--- src/bmhpq_pkg.sv ---
// Package for the binary min-heap priority queue: item types, codes and the
// command and status bundles between controller and datapath.
// Depends on nothing.
package bmhpq_pkg;

  localparam int CAPACITY_DEF = 64;
  localparam int VERTEX_W     = 10;
  localparam int WEIGHT_W     = 32;
  localparam int COUNT_OUT_W  = 7;
  localparam int ENTRY_W      = VERTEX_W + WEIGHT_W;

  localparam logic ACT_PUSH = 1'b0;
  localparam logic ACT_POP  = 1'b1;

  localparam logic [1:0] ST_OK    = 2'd0;
  localparam logic [1:0] ST_FULL  = 2'd1;
  localparam logic [1:0] ST_EMPTY = 2'd2;

  typedef struct packed {
    logic                       action;
    logic [VERTEX_W-1:0]        entry_vertex;
    logic signed [WEIGHT_W-1:0] entry_weight;
  } in_item_t;

  typedef struct packed {
    logic [VERTEX_W-1:0]        top_vertex;
    logic signed [WEIGHT_W-1:0] top_weight;
    logic [COUNT_OUT_W-1:0]     entry_count;
    logic                       is_empty;
    logic [1:0]                 status;
  } out_item_t;

  typedef struct packed {
    logic [VERTEX_W-1:0]        vertex;
    logic signed [WEIGHT_W-1:0] weight;
  } heap_entry_t;

  typedef struct packed {
    logic start_push;   // append the new entry, count up
    logic start_pop;    // count down, hole at the root
    logic refuse_push;
    logic refuse_pop;
    logic rd_last;
    logic rd_parent;
    logic rd_left;
    logic rd_right;
    logic rd_root;
    logic latch_hold;   // take the read entry as the one being sifted
    logic latch_left;
    logic wr_hold;      // final placement of the sifted entry
    logic wr_parent;    // parent moves down into the hole
    logic wr_best;      // smaller child moves up into the hole
    logic load_out;
  } bmhpq_cmd_t;

  typedef struct packed {
    logic full;
    logic empty;
    logic pos_zero;
    logic up_less;
    logic left_ok;
    logic right_ok;
    logic dn_move;
    logic out_free;
  } bmhpq_sts_t;

endpackage

--- src/bmhpq_ram.sv ---
// Generic single-write, single-read RAM with registered read data.
// Depends on nothing.
module bmhpq_ram #(
  parameter int WIDTH = 42,
  parameter int DEPTH = 64
) (
  input  logic                     clk,
  input  logic                     wr_en,
  input  logic [$clog2(DEPTH)-1:0] wr_addr,
  input  logic [WIDTH-1:0]         wr_data,
  input  logic                     rd_en,
  input  logic [$clog2(DEPTH)-1:0] rd_addr,
  output logic [WIDTH-1:0]         rd_data
);

  logic [WIDTH-1:0] mem [DEPTH];

  always_ff @(posedge clk) begin
    if (wr_en) begin
      mem[wr_addr] <= wr_data;
    end
    if (rd_en) begin
      rd_data <= mem[rd_addr];
    end
  end

endmodule

--- src/bmhpq_ctrl.sv ---
// Controller for the heap: sequences push sift-up, pop sift-down and the
// final root read. Depends on bmhpq_pkg.
module bmhpq_ctrl
  import bmhpq_pkg::*;
(
  input  logic       clk,
  input  logic       rst_n,
  input  logic       in_valid,
  output logic       in_ready,
  input  logic       action,
  input  bmhpq_sts_t sts,
  output bmhpq_cmd_t cmd
);

  typedef enum logic [3:0] {
    S_IDLE, S_POP_RD, S_POP_LD, S_UP_RD, S_UP_CMP,
    S_DN_RDL, S_DN_RDR, S_DN_CMP, S_RDTOP, S_TOPWAIT
  } state_t;

  state_t state_r, state_nxt;

  always_comb begin
    cmd       = '0;
    in_ready  = 1'b0;
    state_nxt = state_r;
    case (state_r)
      S_IDLE: begin
        in_ready = 1'b1;
        if (in_valid) begin
          if (action == ACT_PUSH) begin
            if (sts.full) begin
              cmd.refuse_push = 1'b1;
              state_nxt       = S_RDTOP;
            end else begin
              cmd.start_push = 1'b1;
              state_nxt      = S_UP_RD;
            end
          end else begin
            if (sts.empty) begin
              cmd.refuse_pop = 1'b1;
              state_nxt      = S_RDTOP;
            end else begin
              cmd.start_pop = 1'b1;
              state_nxt     = S_POP_RD;
            end
          end
        end
      end
      S_POP_RD: begin
        if (sts.empty) begin
          state_nxt = S_RDTOP;
        end else begin
          cmd.rd_last = 1'b1;
          state_nxt   = S_POP_LD;
        end
      end
      S_POP_LD: begin
        cmd.latch_hold = 1'b1;
        state_nxt      = S_DN_RDL;
      end
      S_UP_RD: begin
        if (sts.pos_zero) begin
          cmd.wr_hold = 1'b1;
          state_nxt   = S_RDTOP;
        end else begin
          cmd.rd_parent = 1'b1;
          state_nxt     = S_UP_CMP;
        end
      end
      S_UP_CMP: begin
        if (sts.up_less) begin
          cmd.wr_parent = 1'b1;
          state_nxt     = S_UP_RD;
        end else begin
          cmd.wr_hold = 1'b1;
          state_nxt   = S_RDTOP;
        end
      end
      S_DN_RDL: begin
        if (sts.left_ok) begin
          cmd.rd_left = 1'b1;
          state_nxt   = S_DN_RDR;
        end else begin
          cmd.wr_hold = 1'b1;
          state_nxt   = S_RDTOP;
        end
      end
      S_DN_RDR: begin
        cmd.latch_left = 1'b1;
        cmd.rd_right   = sts.right_ok;
        state_nxt      = S_DN_CMP;
      end
      S_DN_CMP: begin
        if (sts.dn_move) begin
          cmd.wr_best = 1'b1;
          state_nxt   = S_DN_RDL;
        end else begin
          cmd.wr_hold = 1'b1;
          state_nxt   = S_RDTOP;
        end
      end
      S_RDTOP: begin
        cmd.rd_root = 1'b1;
        state_nxt   = S_TOPWAIT;
      end
      S_TOPWAIT: begin
        // The read data register holds the root until the result slot frees.
        if (sts.out_free) begin
          cmd.load_out = 1'b1;
          state_nxt    = S_IDLE;
        end
      end
      default: begin
        state_nxt = S_IDLE;
      end
    endcase
  end

  always_ff @(posedge clk) begin
    if (!rst_n) begin
      state_r <= S_IDLE;
    end else begin
      state_r <= state_nxt;
    end
  end

`ifndef SYNTHESIS
  a_load_needs_slot: assert property (@(posedge clk) disable iff (!rst_n)
    cmd.load_out |-> sts.out_free)
    else $error("result loaded while the output slot is occupied");

  a_push_not_full: assert property (@(posedge clk) disable iff (!rst_n)
    cmd.start_push |-> !sts.full)
    else $error("push started on a full heap");

  a_accept_leaves_idle: assert property (@(posedge clk) disable iff (!rst_n)
    (in_valid && in_ready) |=> state_r != S_IDLE)
    else $error("accepted item did not start any work");
`endif

endmodule

--- src/bmhpq_dp.sv ---
// Datapath for the heap: fill count, sift position, held entry, heap RAM
// and the result register. Depends on bmhpq_pkg and bmhpq_ram.
module bmhpq_dp
  import bmhpq_pkg::*;
#(
  parameter int CAPACITY = CAPACITY_DEF
) (
  input  logic       clk,
  input  logic       rst_n,
  input  in_item_t   in_data,
  input  bmhpq_cmd_t cmd,
  output bmhpq_sts_t sts,
  output logic       out_valid,
  input  logic       out_ready,
  output out_item_t  out_data
);

  localparam int AW = $clog2(CAPACITY);
  localparam int CW = $clog2(CAPACITY + 1);
  localparam int IW = AW + 2;

  logic [CW-1:0] count_r;
  logic [AW-1:0] pos_r;
  heap_entry_t   hold_r, lft_r;
  logic          lwin_r;
  logic [1:0]    status_r;
  logic          out_valid_r;
  out_item_t     out_data_r;

  logic [AW-1:0]    pos_m1, parent_idx;
  logic [IW-1:0]    left_idx, right_idx, count_ext;
  heap_entry_t      rd_entry, best_entry;
  logic [ENTRY_W-1:0] ram_rd_data, ram_wr_data;
  logic             ram_rd_en, ram_wr_en;
  logic [AW-1:0]    ram_rd_addr, ram_wr_addr;
  logic             right_better;

  assign rd_entry   = heap_entry_t'(ram_rd_data);
  assign pos_m1     = pos_r - AW'(1);
  assign parent_idx = pos_m1 >> 1;
  assign left_idx   = {1'b0, pos_r, 1'b1};
  assign right_idx  = left_idx + IW'(1);
  assign count_ext  = IW'(count_r);

  // The best of hold and left child is registered beforehand in lwin_r.
  assign best_entry   = lwin_r ? lft_r : hold_r;
  assign right_better = sts.right_ok && (rd_entry.weight < best_entry.weight);

  always_comb begin
    sts.full     = (count_r == CW'(CAPACITY));
    sts.empty    = (count_r == '0);
    sts.pos_zero = (pos_r == '0);
    sts.up_less  = (hold_r.weight < rd_entry.weight);
    sts.left_ok  = (left_idx < count_ext);
    sts.right_ok = (right_idx < count_ext);
    sts.dn_move  = lwin_r || right_better;
    sts.out_free = !out_valid_r || out_ready;
  end

  always_comb begin
    ram_rd_en   = cmd.rd_last || cmd.rd_parent || cmd.rd_left
               || cmd.rd_right || cmd.rd_root;
    ram_rd_addr = '0;
    if (cmd.rd_last) begin
      ram_rd_addr = count_r[AW-1:0];
    end else if (cmd.rd_parent) begin
      ram_rd_addr = parent_idx;
    end else if (cmd.rd_left) begin
      ram_rd_addr = left_idx[AW-1:0];
    end else if (cmd.rd_right) begin
      ram_rd_addr = right_idx[AW-1:0];
    end
    ram_wr_en   = cmd.wr_hold || cmd.wr_parent || cmd.wr_best;
    ram_wr_addr = pos_r;
    if (cmd.wr_parent) begin
      ram_wr_data = ram_rd_data;
    end else if (cmd.wr_best) begin
      ram_wr_data = right_better ? ram_rd_data : lft_r;
    end else begin
      ram_wr_data = hold_r;
    end
  end

  bmhpq_ram #(
    .WIDTH (ENTRY_W),
    .DEPTH (CAPACITY)
  ) u_ram (
    .clk     (clk),
    .wr_en   (ram_wr_en),
    .wr_addr (ram_wr_addr),
    .wr_data (ram_wr_data),
    .rd_en   (ram_rd_en),
    .rd_addr (ram_rd_addr),
    .rd_data (ram_rd_data)
  );

  always_ff @(posedge clk) begin
    if (!rst_n) begin
      count_r     <= '0;
      out_valid_r <= 1'b0;
    end else begin
      if (cmd.start_push) begin
        count_r <= count_r + CW'(1);
      end else if (cmd.start_pop) begin
        count_r <= count_r - CW'(1);
      end
      if (cmd.load_out) begin
        out_valid_r <= 1'b1;
      end else if (out_ready) begin
        out_valid_r <= 1'b0;
      end
    end
  end

  always_ff @(posedge clk) begin
    if (cmd.start_push) begin
      hold_r.vertex <= in_data.entry_vertex;
      hold_r.weight <= in_data.entry_weight;
      pos_r         <= count_r[AW-1:0];
    end else if (cmd.start_pop) begin
      pos_r <= '0;
    end else if (cmd.wr_parent) begin
      pos_r <= parent_idx;
    end else if (cmd.wr_best) begin
      pos_r <= right_better ? right_idx[AW-1:0] : left_idx[AW-1:0];
    end
    if (cmd.latch_hold) begin
      hold_r <= rd_entry;
    end
    if (cmd.latch_left) begin
      lft_r  <= rd_entry;
      lwin_r <= (rd_entry.weight < hold_r.weight);
    end
    if (cmd.start_push || cmd.start_pop) begin
      status_r <= ST_OK;
    end else if (cmd.refuse_push) begin
      status_r <= ST_FULL;
    end else if (cmd.refuse_pop) begin
      status_r <= ST_EMPTY;
    end
    if (cmd.load_out) begin
      out_data_r.top_vertex  <= sts.empty ? '0 : rd_entry.vertex;
      out_data_r.top_weight  <= sts.empty ? '0 : rd_entry.weight;
      out_data_r.entry_count <= COUNT_OUT_W'(count_r);
      out_data_r.is_empty    <= sts.empty;
      out_data_r.status      <= status_r;
    end
  end

  assign out_valid = out_valid_r;
  assign out_data  = out_data_r;

`ifndef SYNTHESIS
  a_count_bound: assert property (@(posedge clk) disable iff (!rst_n)
    count_r <= CW'(CAPACITY))
    else $error("fill count beyond capacity");

  a_one_port_op: assert property (@(posedge clk) disable iff (!rst_n)
    !(ram_rd_en && ram_wr_en))
    else $error("heap RAM read and written in the same cycle");

  a_refuse_keeps_count: assert property (@(posedge clk) disable iff (!rst_n)
    (cmd.refuse_push || cmd.refuse_pop) |=> count_r == $past(count_r))
    else $error("refused item changed the fill count");
`endif

endmodule

--- src/binary_min_heap_priority_queue.sv ---
// Top level of the binary min-heap priority queue: joins controller and
// datapath. Depends on bmhpq_pkg, bmhpq_ctrl and bmhpq_dp.
//
//   channel  direction  handshake              payload
//   in       input      in_valid / in_ready    in_data  (in_item_t)
//   out      output     out_valid / out_ready  out_data (out_item_t)
//
// A push climbs level by level up to the root, or stops at a parent that is not
// heavier. A pop descends level by level to a node without children, or stops
// where no child is lighter. A refused item goes straight to the root read and
// the result. Every push level costs one heap RAM read with a registered result,
// then a compare and a write; every pop level reads the left child and then the
// right one, if any, before the compare and the write. The RAM is never read and written at once.
// One item is worked on at a time; in_ready is high only while idle.
// A held result does not block the next item until that item finishes.
// Reset clears the fill count and the control state; RAM contents stay.
module binary_min_heap_priority_queue
  import bmhpq_pkg::*;
#(
  parameter int CAPACITY = CAPACITY_DEF
) (
  input  logic      clk,
  input  logic      rst_n,
  input  logic      in_valid,
  output logic      in_ready,
  input  in_item_t  in_data,
  output logic      out_valid,
  input  logic      out_ready,
  output out_item_t out_data
);

  bmhpq_cmd_t cmd;
  bmhpq_sts_t sts;

  bmhpq_ctrl u_ctrl (
    .clk      (clk),
    .rst_n    (rst_n),
    .in_valid (in_valid),
    .in_ready (in_ready),
    .action   (in_data.action),
    .sts      (sts),
    .cmd      (cmd)
  );

  bmhpq_dp #(
    .CAPACITY (CAPACITY)
  ) u_dp (
    .clk       (clk),
    .rst_n     (rst_n),
    .in_data   (in_data),
    .cmd       (cmd),
    .sts       (sts),
    .out_valid (out_valid),
    .out_ready (out_ready),
    .out_data  (out_data)
  );

endmodule
--- config.mk ---
export PLATFORM = sky130hd
export DESIGN_NAME = binary_min_heap_priority_queue
export DESIGN_NICKNAME = d
export VERILOG_FILES = /design/src/bmhpq_pkg.sv /design/src/bmhpq_ram.sv /design/src/bmhpq_ctrl.sv /design/src/bmhpq_dp.sv /design/src/binary_min_heap_priority_queue.sv
export SDC_FILE = /design/constraint.sdc
export NUM_CORES = 2
export LEC_CHECK = 0
export BUFFER_PORTS_ARGS = -buffer_cell sky130_fd_sc_hd__buf_2
export CAP_MARGIN = 10
export CORE_MARGIN = 2
export CORE_UTILIZATION = 30
export DETAILED_ROUTE_END_ITERATION = 7
export MAX_ROUTING_LAYER = met4
export PLACE_DENSITY = 0.46
export SLEW_MARGIN = 20
export SYNTH_ARGS = -nofsm -noshare
export SYNTH_HDL_FRONTEND = slang
export SYNTH_HIERARCHICAL = 1
export SYNTH_SLANG_ARGS = --single-unit
export TNS_END_PERCENT = 10
--- constraint.sdc ---
create_clock -name clk -period 8.35 [get_ports clk]
set_clock_uncertainty 0.15 [all_clocks]
set_input_delay 0.4175 -clock clk [delete_from_list [all_inputs] [get_ports clk]]
set_output_delay 0.4175 -clock clk [all_outputs]
set_load 0.03 [all_outputs]
==> results_dict.tcl <==
set metrics [dict create \
    route.met2.wl_mm 159 \
    routedWlPerCell_um 30.3 \
    ys_seq_elements 2887 \
    synth_most_common_cell "edfxtp_1" \
    min_period_ns 7.29 \
    die_height_um 620 \
    yosysTopAreaCellShare 0.759 \
    firstDrtPassIters 5 \
    initialDrtViolationCount 5930 \
    p_seq_frac 0.446 \
    cellPowerDensity_mw_per_mm2 317 \
    cts.hold.buffers_added 46 \
    clockBufferDepth 4 \
    drive_gt1_frac 0.292 \
    endpoint_kind "flip-flop" \
    grt_pass1_wl_mm 463 \
    setup_slack_ns 1.06 \
    dp_cells 10334 \
    swShare 0.309 \
    synthDistinctLibCells 77 \
    cts_tree "yes" \
    post_cts_buffers 0 \
    grt_pass1_vias 57562 \
    critical_path_arrival_ns 7.73 \
    leakagePower_uw 0.0406 \
    clock_sinks 2887 \
    die-area_mm2 0.384 \
    clkPwrFrac 0.312 \
    dp_hpwl_mm 192 \
    synth_top_cells_by_area "edfxtp_1 (76%), mux4_2 (14%), mux2i_1 (1.7%), ha_1 (0.91%), mux2_2 (0.82%)" \
    p_sw_uw 13100 \
    slew_viol_final 0 \
    initial_utilization 0.301 \
    yosys.area.top_type "edfxtp_1" \
    hp-class "input port to flip-flop" \
    core_mm2 0.378 \
    met3_length_mm 20.7 \
    ctsRootBufferMaster "clkbuf_16" \
    yosysWarnings 6 \
    cp_max_fo 21 \
    io_pins 101 \
    reg2reg_slack_ns 1.06 \
    worst-setup-path-type "flip-flop to flip-flop" \
    netlist_area_mm2 0.114 \
    vias 56262 \
    p_total_uw 42400 \
    post-place-ws_ns 1.21 \
    rsz0062_at_grt "false" \
    async_flop_share 0 \
    final_nets 5814 \
    min_period_over_period 0.873 \
    track_usage 0.175 \
    p_int_uw 29300 \
    setup_tns_ns 0 \
    netlist_instances 5224 \
    cts_resized 0 \
    top_layer_used "met4" \
    clock.fmax_mhz 137 \
    critPathRequiredTime_ns 8.80 \
    grt_max_degree 94 \
    synth_edf_count 2873 \
    postRouteAntennaNets 0 \
    clk_pin_slew_ns 0.06 \
    worst_slew_pin_slew_ns 1.13 \
    drc_errors 0 \
    overflow 0 \
    synth.avg_cell_area_um2 21.8 \
    cts_buffers 308 \
    drv_cap 0 \
    clk_latency_ns 0.93 \
    vdd.ir_drop.worst_v 0.000184 \
    critPathLaunchType "flip-flop" \
    synth_common_cells "edfxtp_1 (2873), mux4_2 (685), mux2i_1 (189), nor2_1 (151), clkbuf_1 (129)" \
    die_x_um 620 \
    final_hold_viol_count 0 \
    synth_ff_type "edfxtp_1" \
    row_count 226 \
    port_buffers 100 \
    viasPerCell 5.14 \
    htreeDepth 5 \
    area_growth_pct 17.5 \
    totalWireLength_mm 332 \
    globalplace.congestion 0.829 \
    p_comb_frac 0.242 \
    fin_cells 10948 \
    syn-num-nets 5355 \
    hold_slack_ns 0.197 \
    met1_length_mm 146 \
    slew_headroom 0.243 \
    fillerInstances 34694 \
    status "finished clean" \
    setup_viol 0 \
    antenna_found_initial 23 \
    synth.yosys.seq_area_share 0.761 \
]
## cell usage in the layout (no fill, tap or decap), drive strengths merged, types with 17 or more instances in the layout
cell type / count
a211oi: 24
a21o: 19
a21oi: 64
a221oi: 28
a22o: 17
a22oi: 87
a2bb2oi: 31
a31oi: 19
and2: 17
buf: 391
bufinv: 17
clkbuf: 386
clkinv: 123
dlygate4sd3: 46
edfxtp: 2873
ha: 83
inv: 69
mux2: 85
mux2i: 189
mux4: 685
nand2: 82
nand2b: 20
nor2: 151
nor2b: 69
nor3: 27
o21ai: 39
o221ai: 33
o22ai: 64
## power groups by stage
stage / clock network, µW / logic (µW) / registers [µW]
final: 13200 / 10200 / 18900
after global routing: 14100 / 10900 / 18900
after CTS: 13600 / 10200 / 18900
after detailed placement: 0 / 10200 / 19200
after global placement: 0 / 9980 / 19200
after floorplan: 0 / 5680 / 18900
## area by class of cell
class                   count  area [µm²]  area share
repair buffers            437        4270      0.0319
flip-flops and latches   2887       86600       0.648
inverters                  56         219     0.00164
diodes                     10        25.0    0.000187
clock buffers             386        8190      0.0613
multi-input cells        1993       26600       0.199
well taps                5016        6280      0.0470
clock inverters           163        1430      0.0107
## through the flow
| step | instance area (µm²) | util |
|---|---|---|
| floorplan | 114000 | - |
| global placement | 123000 | 0.326 |
| detailed placement | 123000 | 0.326 |
| CTS | 133000 | 0.353 |
| global route | 134000 | 0.353 |
| finish | 134000 | 0.353 |
## worst max-delay path, stage by stage (launching register included)
cell	delay (ns)
edfxtp_1	0.76
ha_1	0.38
nand3_1	0.23
xnor2_1	0.22
ha_1	0.29
a21o_1	0.19
a211oi_1	0.37
nand2_1	0.19
inv_1	0.09
and2_1	0.22
nor2b_1	0.17
o21ai_0	0.08
o21ai_0	0.15
o21ai_0	0.17
o21ai_4	0.71
nor2b_4	0.86
buf_4	0.37
a22oi_1	0.10
nand3b_1	0.36
a21oi_1	0.13
nor3_1	0.74
## metal layers
layer,up-vias,track usage
li1,23079,-
met1,31012,0.239
met2,1810,0.280
met3,361,0.0297
met4,0,0.0309
met5,-,-
## path summary, 6_finish.rpt
check        cells after the start             start                      to
max reg2reg                     20     u_dp/pos_r[1]  u_dp/u_ram/rd_data[28]
min reg2reg                      0  u_dp/status_r[1]        u_dp/out_data[1]
max                             20     u_dp/pos_r[1]  u_dp/u_ram/rd_data[28]
min                              3       in_data[31]         u_dp/hold_r[31]
## kinds of logic after synthesis
kind of cell,share of synthesized area
flip-flops,0.761
XOR/XNOR,0.00123
AND/OR/NAND/NOR,0.0195
AO/OA/AOI/OAI,0.0328
adder cells (fa/ha/maj),0.00931
multiplexers,0.161
buffers and inverters,0.0151
## registers in the layout, summed over array words and instances (netlist names)
| name | cells |
|---|---|
| u_dp/status_r | 2 |
| u_dp/out_data | 52 |
| u_dp/count_r | 7 |
| u_dp/u_ram/mem | 2688 |
| u_dp/u_ram/rd_data | 42 |
| u_dp/hold_r | 42 |
| u_dp/lwin_r | 1 |
| u_ctrl/state_r | 4 |
| u_dp/out_valid | 1 |
| u_dp/lft_r | 42 |
| u_dp/pos_r | 6 |
(Power assumes the default switching activity.)
